<file path="src/sv/bam_pkg.sv">
`timescale 1ns / 1ps

package bam_pkg;

    // Default number of bit slots in one frame.
    localparam int LEVEL_BITS_DEF = 8;

    // Fixed field widths.
    localparam int LEVEL_W     = 9;
    localparam int BASE_W      = 10;
    localparam int THRESH_W    = 8;
    localparam int FCOUNT_W    = 8;
    localparam int SLOT_OUT_W  = 3;
    localparam int CFG_INDEX_W = 3;
    localparam int CFG_DATA_W  = 10;

    // Configuration register indexes.
    localparam logic [CFG_INDEX_W-1:0] CFG_START_LEVEL    = 3'd0;
    localparam logic [CFG_INDEX_W-1:0] CFG_BASE_TICKS     = 3'd1;
    localparam logic [CFG_INDEX_W-1:0] CFG_FADE_THRESHOLD = 3'd2;
    localparam logic [CFG_INDEX_W-1:0] CFG_FADE_ENABLE    = 3'd3;

    // Reset values.
    localparam logic [LEVEL_W-1:0]  START_LEVEL_RST    = 9'd255;
    localparam logic [BASE_W-1:0]   BASE_TICKS_RST     = 10'd10;
    localparam logic [THRESH_W-1:0] FADE_THRESHOLD_RST = 8'd2;
    localparam logic                FADE_ENABLE_RST    = 1'b1;

    // Fade bounds.
    localparam logic [LEVEL_W-1:0] LEVEL_MAX   = 9'd511;
    localparam logic [LEVEL_W-1:0] FADE_TOP    = 9'd255;
    localparam logic [LEVEL_W-1:0] FADE_BOTTOM = 9'd1;

    typedef struct packed {
        logic                  pin_out;
        logic [LEVEL_W-1:0]    level_now;
        logic [SLOT_OUT_W-1:0] slot_now;
        logic                  frame_start;
    } t_result;

endpackage

</file>
<file path="src/sv/bam_led_dimmer_with_fade.sv">
`timescale 1ns / 1ps

// Output: a result appears in the cycle after its request is accepted while the output
// is free; one held in the skid register appears once the waiting output is taken.
// Throughput: one request per cycle; a skid register lets one more request in
// while the output register is stalled, so the input stalls only when both are full.
// Reset (synchronous, active low) loads the configuration defaults, sets the level
// to 255, rising, and clears the fade counter, slot index and slot tick counter.
module bam_led_dimmer_with_fade
    import bam_pkg::*;
#(
    parameter int LEVEL_BITS = LEVEL_BITS_DEF
) (
    input  logic                   i_clk,
    input  logic                   i_rst_n,

    input  logic                   i_cfg_valid,
    output logic                   o_cfg_ready,
    input  logic [CFG_INDEX_W-1:0] i_cfg_index,
    input  logic [CFG_DATA_W-1:0]  i_cfg_data,

    input  logic                   i_in_valid,
    output logic                   o_in_stall,
    input  logic                   i_time_tick,
    input  logic                   i_fade_tick,

    output logic                   o_out_valid,
    input  logic                   i_out_stall,
    output logic                   o_pin_out,
    output logic [LEVEL_W-1:0]     o_level_now,
    output logic [SLOT_OUT_W-1:0]  o_slot_now,
    output logic                   o_frame_start
);

    localparam int SLOT_W = (LEVEL_BITS > 2) ? $clog2(LEVEL_BITS) : 1;
    localparam int TICK_W = BASE_W + LEVEL_BITS - 1;
    localparam logic [SLOT_W-1:0] SLOT_LAST = SLOT_W'(LEVEL_BITS - 1);

    // Configuration registers. The start level only matters at reset, where the
    // level is loaded from its fixed default, so a write to it has no effect.
    logic [BASE_W-1:0]   r_base_ticks;
    logic [THRESH_W-1:0] r_fade_threshold;
    logic                r_fade_enable;

    // Dimmer state.
    logic [LEVEL_W-1:0]    r_level,       n_level;
    logic                  r_falling,     n_falling;
    logic [FCOUNT_W-1:0]   r_fade_count,  n_fade_count;
    logic [LEVEL_BITS-1:0] r_frame_level, n_frame_level;
    logic [SLOT_W-1:0]     r_slot_index,  n_slot_index;
    logic [TICK_W-1:0]     r_slot_ticks,  n_slot_ticks;

    // Output register and skid register.
    logic    r_out_valid;
    t_result r_out;
    logic    r_skid_valid;
    t_result r_skid;
    t_result n_result;

    logic in_accept;
    logic out_free;

    logic [LEVEL_W-1:0]            lvl_dec;
    logic                          fall_dec;
    logic [TICK_W-1:0]             slot_len;
    logic [TICK_W-1:0]             ticks_inc;
    logic [LEVEL_BITS+LEVEL_W-1:0] level_wide;
    logic [SLOT_W+SLOT_OUT_W-1:0]  slot_wide;
    logic                          frame_start;

    assign o_cfg_ready = 1'b1;
    assign in_accept   = i_in_valid && !o_in_stall;
    assign o_in_stall  = r_skid_valid;
    assign out_free    = !r_out_valid || !i_out_stall;

    always_comb begin
        n_level       = r_level;
        n_falling     = r_falling;
        n_fade_count  = r_fade_count;
        n_frame_level = r_frame_level;
        n_slot_index  = r_slot_index;
        n_slot_ticks  = r_slot_ticks;
        frame_start   = 1'b0;
        lvl_dec       = r_level;
        fall_dec      = r_falling;

        // Fade step: a falling step that lands on the bottom turns around and
        // rises again in the same update.
        if (i_fade_tick && r_fade_enable) begin
            if (r_fade_count > r_fade_threshold) begin
                if (r_falling) begin
                    if (r_level != '0) begin
                        lvl_dec = r_level - 1'b1;
                    end
                    if (lvl_dec <= FADE_BOTTOM) begin
                        fall_dec = 1'b0;
                    end
                end
                n_level   = lvl_dec;
                n_falling = fall_dec;
                if (!fall_dec) begin
                    if (lvl_dec < LEVEL_MAX) begin
                        n_level = lvl_dec + 1'b1;
                    end
                    if (n_level >= FADE_TOP) begin
                        n_falling = 1'b1;
                    end
                end
                n_fade_count = FCOUNT_W'(1);
            end else begin
                n_fade_count = r_fade_count + 1'b1;
            end
        end

        slot_len   = TICK_W'(r_base_ticks) << r_slot_index;
        ticks_inc  = r_slot_ticks + 1'b1;
        level_wide = {{LEVEL_BITS{1'b0}}, n_level};

        if (i_time_tick) begin
            n_slot_ticks = ticks_inc;
            if (ticks_inc >= slot_len) begin
                n_slot_ticks = '0;
                if (r_slot_index >= SLOT_LAST) begin
                    n_slot_index  = '0;
                    n_frame_level = level_wide[LEVEL_BITS-1:0];
                    frame_start   = 1'b1;
                end else begin
                    n_slot_index = r_slot_index + 1'b1;
                end
            end
        end

        slot_wide            = {{SLOT_OUT_W{1'b0}}, n_slot_index};
        n_result.pin_out     = n_frame_level[n_slot_index];
        n_result.level_now   = n_level;
        n_result.slot_now    = slot_wide[SLOT_OUT_W-1:0];
        n_result.frame_start = frame_start;
    end

    always_ff @(posedge i_clk) begin
        if (!i_rst_n) begin
            r_base_ticks     <= BASE_TICKS_RST;
            r_fade_threshold <= FADE_THRESHOLD_RST;
            r_fade_enable    <= FADE_ENABLE_RST;
        end else if (i_cfg_valid && o_cfg_ready) begin
            unique case (i_cfg_index)
                CFG_START_LEVEL: begin
                end
                CFG_BASE_TICKS: begin
                    r_base_ticks <= i_cfg_data[BASE_W-1:0];
                end
                CFG_FADE_THRESHOLD: begin
                    r_fade_threshold <= i_cfg_data[THRESH_W-1:0];
                end
                CFG_FADE_ENABLE: begin
                    r_fade_enable <= i_cfg_data[0];
                end
                default: begin
                end
            endcase
        end
    end

    always_ff @(posedge i_clk) begin
        if (!i_rst_n) begin
            r_level       <= START_LEVEL_RST;
            r_falling     <= 1'b0;
            r_fade_count  <= '0;
            r_frame_level <= LEVEL_BITS'({{LEVEL_BITS{1'b0}}, START_LEVEL_RST});
            r_slot_index  <= '0;
            r_slot_ticks  <= '0;
        end else if (in_accept) begin
            r_level       <= n_level;
            r_falling     <= n_falling;
            r_fade_count  <= n_fade_count;
            r_frame_level <= n_frame_level;
            r_slot_index  <= n_slot_index;
            r_slot_ticks  <= n_slot_ticks;
        end
    end

    always_ff @(posedge i_clk) begin
        if (!i_rst_n) begin
            r_out_valid  <= 1'b0;
            r_skid_valid <= 1'b0;
        end else begin
            if (out_free) begin
                r_out_valid  <= r_skid_valid || in_accept;
                r_skid_valid <= 1'b0;
            end else if (in_accept) begin
                r_skid_valid <= 1'b1;
            end
        end
    end

    always_ff @(posedge i_clk) begin
        if (out_free) begin
            r_out <= r_skid_valid ? r_skid : n_result;
        end
        if (!out_free && in_accept) begin
            r_skid <= n_result;
        end
    end

    assign o_out_valid   = r_out_valid;
    assign o_pin_out     = r_out.pin_out;
    assign o_level_now   = r_out.level_now;
    assign o_slot_now    = r_out.slot_now;
    assign o_frame_start = r_out.frame_start;

`ifndef NO_ASSERTIONS
    a_slot_in_range: assert property (@(posedge i_clk) disable iff (!i_rst_n)
        r_slot_index <= SLOT_LAST)
        else $error("slot index beyond the last slot");

    a_skid_needs_out: assert property (@(posedge i_clk) disable iff (!i_rst_n)
        r_skid_valid |-> r_out_valid)
        else $error("skid register holds a result while the output is empty");

    a_fade_disabled: assert property (@(posedge i_clk) disable iff (!i_rst_n)
        in_accept && !r_fade_enable |=> $stable(r_fade_count) && $stable(r_level))
        else $error("fade state moved while fading is disabled");

    a_frame_at_slot0: assert property (@(posedge i_clk) disable iff (!i_rst_n)
        o_out_valid && o_frame_start |-> o_slot_now == '0)
        else $error("frame start reported away from the first slot");
`endif

endmodule

</file>
<file path="config.mk">
export PLATFORM = sky130hd
export DESIGN_NAME = bam_led_dimmer_with_fade
export DESIGN_NICKNAME = d
export VERILOG_FILES = /design/src/sv/bam_pkg.sv /design/src/sv/bam_led_dimmer_with_fade.sv
export SDC_FILE = /design/constraint.sdc
export NUM_CORES = 1
export LEC_CHECK = 0
export BUFFER_PORTS_ARGS = -buffer_cell sky130_fd_sc_hd__buf_2
export CAP_MARGIN = 15
export CORE_MARGIN = 1.5
export CORE_UTILIZATION = 62
export CTS_CLUSTER_DIAMETER = 120
export DETAILED_ROUTE_END_ITERATION = 10
export PLACE_DENSITY = 0.81
export SYNTH_ARGS = -nofsm -noshare
export SYNTH_HDL_FRONTEND = slang
export SYNTH_SLANG_ARGS = --single-unit
</file>
<file path="constraint.sdc">
create_clock -name i_clk -period 4.64 [get_ports i_clk]
set_input_delay 0.464 -clock i_clk [delete_from_list [all_inputs] [get_ports i_clk]]
set_output_delay 0.464 -clock i_clk [all_outputs]
set_load 0.05 [all_outputs]
</file>
==> flow_summary.toml <==
[outcome]
status = "finished clean"

[clocking]
clkSlewWorstSetupHoldPaths_ns = 0.11
cts_tree = "built"
cts_hold_buf = 0
cts_buffer_depth = 2
clock_sinks = 95
post_cts.repair.setup_buffers = 0
cts_root_buf = "clkbuf_8"
cts_made_buffers = 9
htreeDepth = 3
cts_resized = 0
worstSkewPairLatency_ns = 0.36

[min_path]
min_path_type = "primary input to flop"
min-delay-start = "i_cfg_data[5]"

[logic_synthesis]
postSynthAreaPerCell_sq_um = 8.28
synth_ff_type = "dfxtp_1"
netlist_area_sq_um = 6010
synth_cell_types = 78
syn-num-nets = 778
async_flop_share = 0
synth_edf_count = 28
ys_ff_latch = 95
ys_seq_area_frac = 0.363
syn_inst = 726
ys_warn_count = 0

[critical_path]
critPathMaxFanout = 6
critPathRequiredTime_ns = 4.77
cp.arrival_ns = 4.45
cp-end-kind = "flop"
rrSetupSlack_ns = 0.31
timing.rr.start = "r_slot_ticks[0]"
crit_buf_inv = 0
crit_type = "flop to flop"
critPathMaxStageDelay_ns = 0.53
crit_family = "simple AND/OR/NAND/NOR gates"
path_cells = "ha_2 > nand3_2 > or4_4 > nor2_1 > nand3_1 > nor2_1 > xor2_1 > ha_1 > and4_1 > nand3_1 > and2_1 > a21oi_1 > or2_2 > a311oi_2 > a311oi_2 > mux2_1"
critPathSlowestCell = "or4_4"
crit_start = "r_slot_ticks[0]"
worstSetupStartpointType = "flop"

[timing]
max_freq_mhz = 231
layout_min_cycle_time_ns = 4.33
tightestPinTransition_ns = 0.923
finalHoldViolCount = 0
tns_ns = 0
max_slew_margin = 0.376
final-setup-viol-count = 0
slew_violations = 0
clock_skew_ns = 0.0210
period_share = 0.932
fin_ws_ns = 0.314

[die]
die-area_sq_um = 10300
rows = 35
die_width_um = 101
start_util = 0.645
core_sq_um = 9330
die_h_um = 101
io-pin-count = 37

[finish]
n_antenna_cell = 0
nNetsFinal = 799
drive_gt1_frac = 0.136
final_cell_mix = "nand2_1, dfxtp_1, nor2_1, a21oi_1, buf_2"
final_area_sq_um = 6530
syn2layout_area_growth_pct = 8.64
final_common_cell = "nand2_1"

[global_route]
grt_pass1_wl_um = 24500
antenna_found_initial = 0
track_usage = 0.300
gr-total-overflow = 0
grt_max_degree = 29
grt_pass1_vias = 5176

[flow_run]
maxCapViolCount = 0

[drt]
postRouteAntennaNets = 0
route.detailed.drc = 0
via_count = 5458
drt_pre_antenna_iters = 5
avgViaCountPerCell = 6.20
drt_iter0_drc = 317
routed_wirelength_um = 15000
wire_per_inst_um = 17.0

[power_and_ir_drop]
leakage_nw = 2.52
vdd_drop_max_mv = 0.218
powerDensity_nw_per_um2 = 280

[placement]
pre_cts_slack_ns = 0.0735
dp_hpwl_um = 11000
port_buffers = 35
dpl-instance-area_sq_um = 6280
gp_congestion = 0.969
## power by group
part           internal, W  switching (W)
logic             0.000120       0.000237
clock network     0.000216       0.000338
registers         0.000888      0.0000277
total              0.00122       0.000602
## Yosys cell counts, drive strengths merged, types with 5 or more instances
master | number | area, sq um
nand2 | 117 | 439
dfxtp | 67 | 1340
nor2 | 61 | 231
a21oi | 59 | 295
o21ai | 36 | 180
ha | 32 | 400
clkbuf | 31 | 116
inv | 30 | 113
nand3 | 29 | 145
edfxtp | 28 | 841
o211ai | 18 | 135
mux2 | 17 | 191
xor2 | 17 | 149
mux2i | 14 | 144
nand4 | 11 | 68.8
xnor2 | 11 | 96.3
a21o | 10 | 75.1
and2 | 9 | 58.8
buf | 7 | 41.3
nand2b | 7 | 43.8
nand3b | 7 | 52.6
or3 | 7 | 43.8
a211oi | 6 | 45.0
a22oi | 6 | 45.0
a31oi | 6 | 52.6
nor3 | 6 | 30.0
and3 | 5 | 31.3
nor2b | 5 | 31.3
or2 | 5 | 31.3
## cell families after synthesis
logic type	after synthesis	share of synthesized area
simple gates	286	0.225
compound gates	184	0.203
flops	95	0.363
buf+inv	69	0.0456
fa+ha+maj	32	0.0666
mux	31	0.0558
xor+xnor	28	0.0408
other cells	1	0.000624
## metal layers
layer,wire [um],global-route usage
met5,0,0
met4,245,0.0951
met3,797,0.0490
met2,7450,0.520
met1,6480,0.384
## sequential cells by signal (all words and copies together) (netlist names), 3 cells and up
name and cells:
r_base_ticks 10, r_level 9, r_skid 14, o_slot_now 3
r_frame_level 8, r_fade_count 8, r_fade_threshold 8, r_slot_ticks 17
o_level_now 9, r_slot_index 3
## metrics by stage
stage / utilization / hold WS, ns / cells / power (W)
2_1_floorplan: - / 0.436 / 726 / 0.00119
3_3_place_gp: 0.674 / 0.447 / 864 / 0.00127
3_5_place_dp: 0.674 / 0.450 / 864 / 0.00128
4_1_cts: 0.695 / 0.325 / 880 / 0.00183
5_1_grt: 0.700 / 0.330 / 881 / 0.00191
6_report: 0.700 / 0.335 / 881 / 0.00183
## final cells by class
class                   count  area (sq um)
inverters                  31           116
clock buffers               9           124
well taps                 129           161
repair buffers             48           277
fillers                   767          2800
clock inverters             7          76.3
multi-input cells         562          3600
flip-flops and latches     95          2180
## final timing paths
kind | cells after the start | end
max reg2reg | 16 | o_pin_out
min | 3 | r_fade_threshold[5]
max | 16 | o_pin_out
min reg2reg | 2 | r_fade_threshold[3]
## worst register-to-register path: stages, from the launching register on
cell and delay, ns:
dfxtp_1 0.42, ha_2 0.26, nand3_2 0.13, or4_4 0.53
nor2_1 0.16, nand3_1 0.17, nor2_1 0.17, xor2_1 0.23
ha_1 0.30, and4_1 0.24, nand3_1 0.10, and2_1 0.24
a21oi_1 0.15, or2_2 0.33, a311oi_2 0.28, a311oi_2 0.08
mux2_1 0.31
No activity file was read; power rests on OpenSTA's default activity.
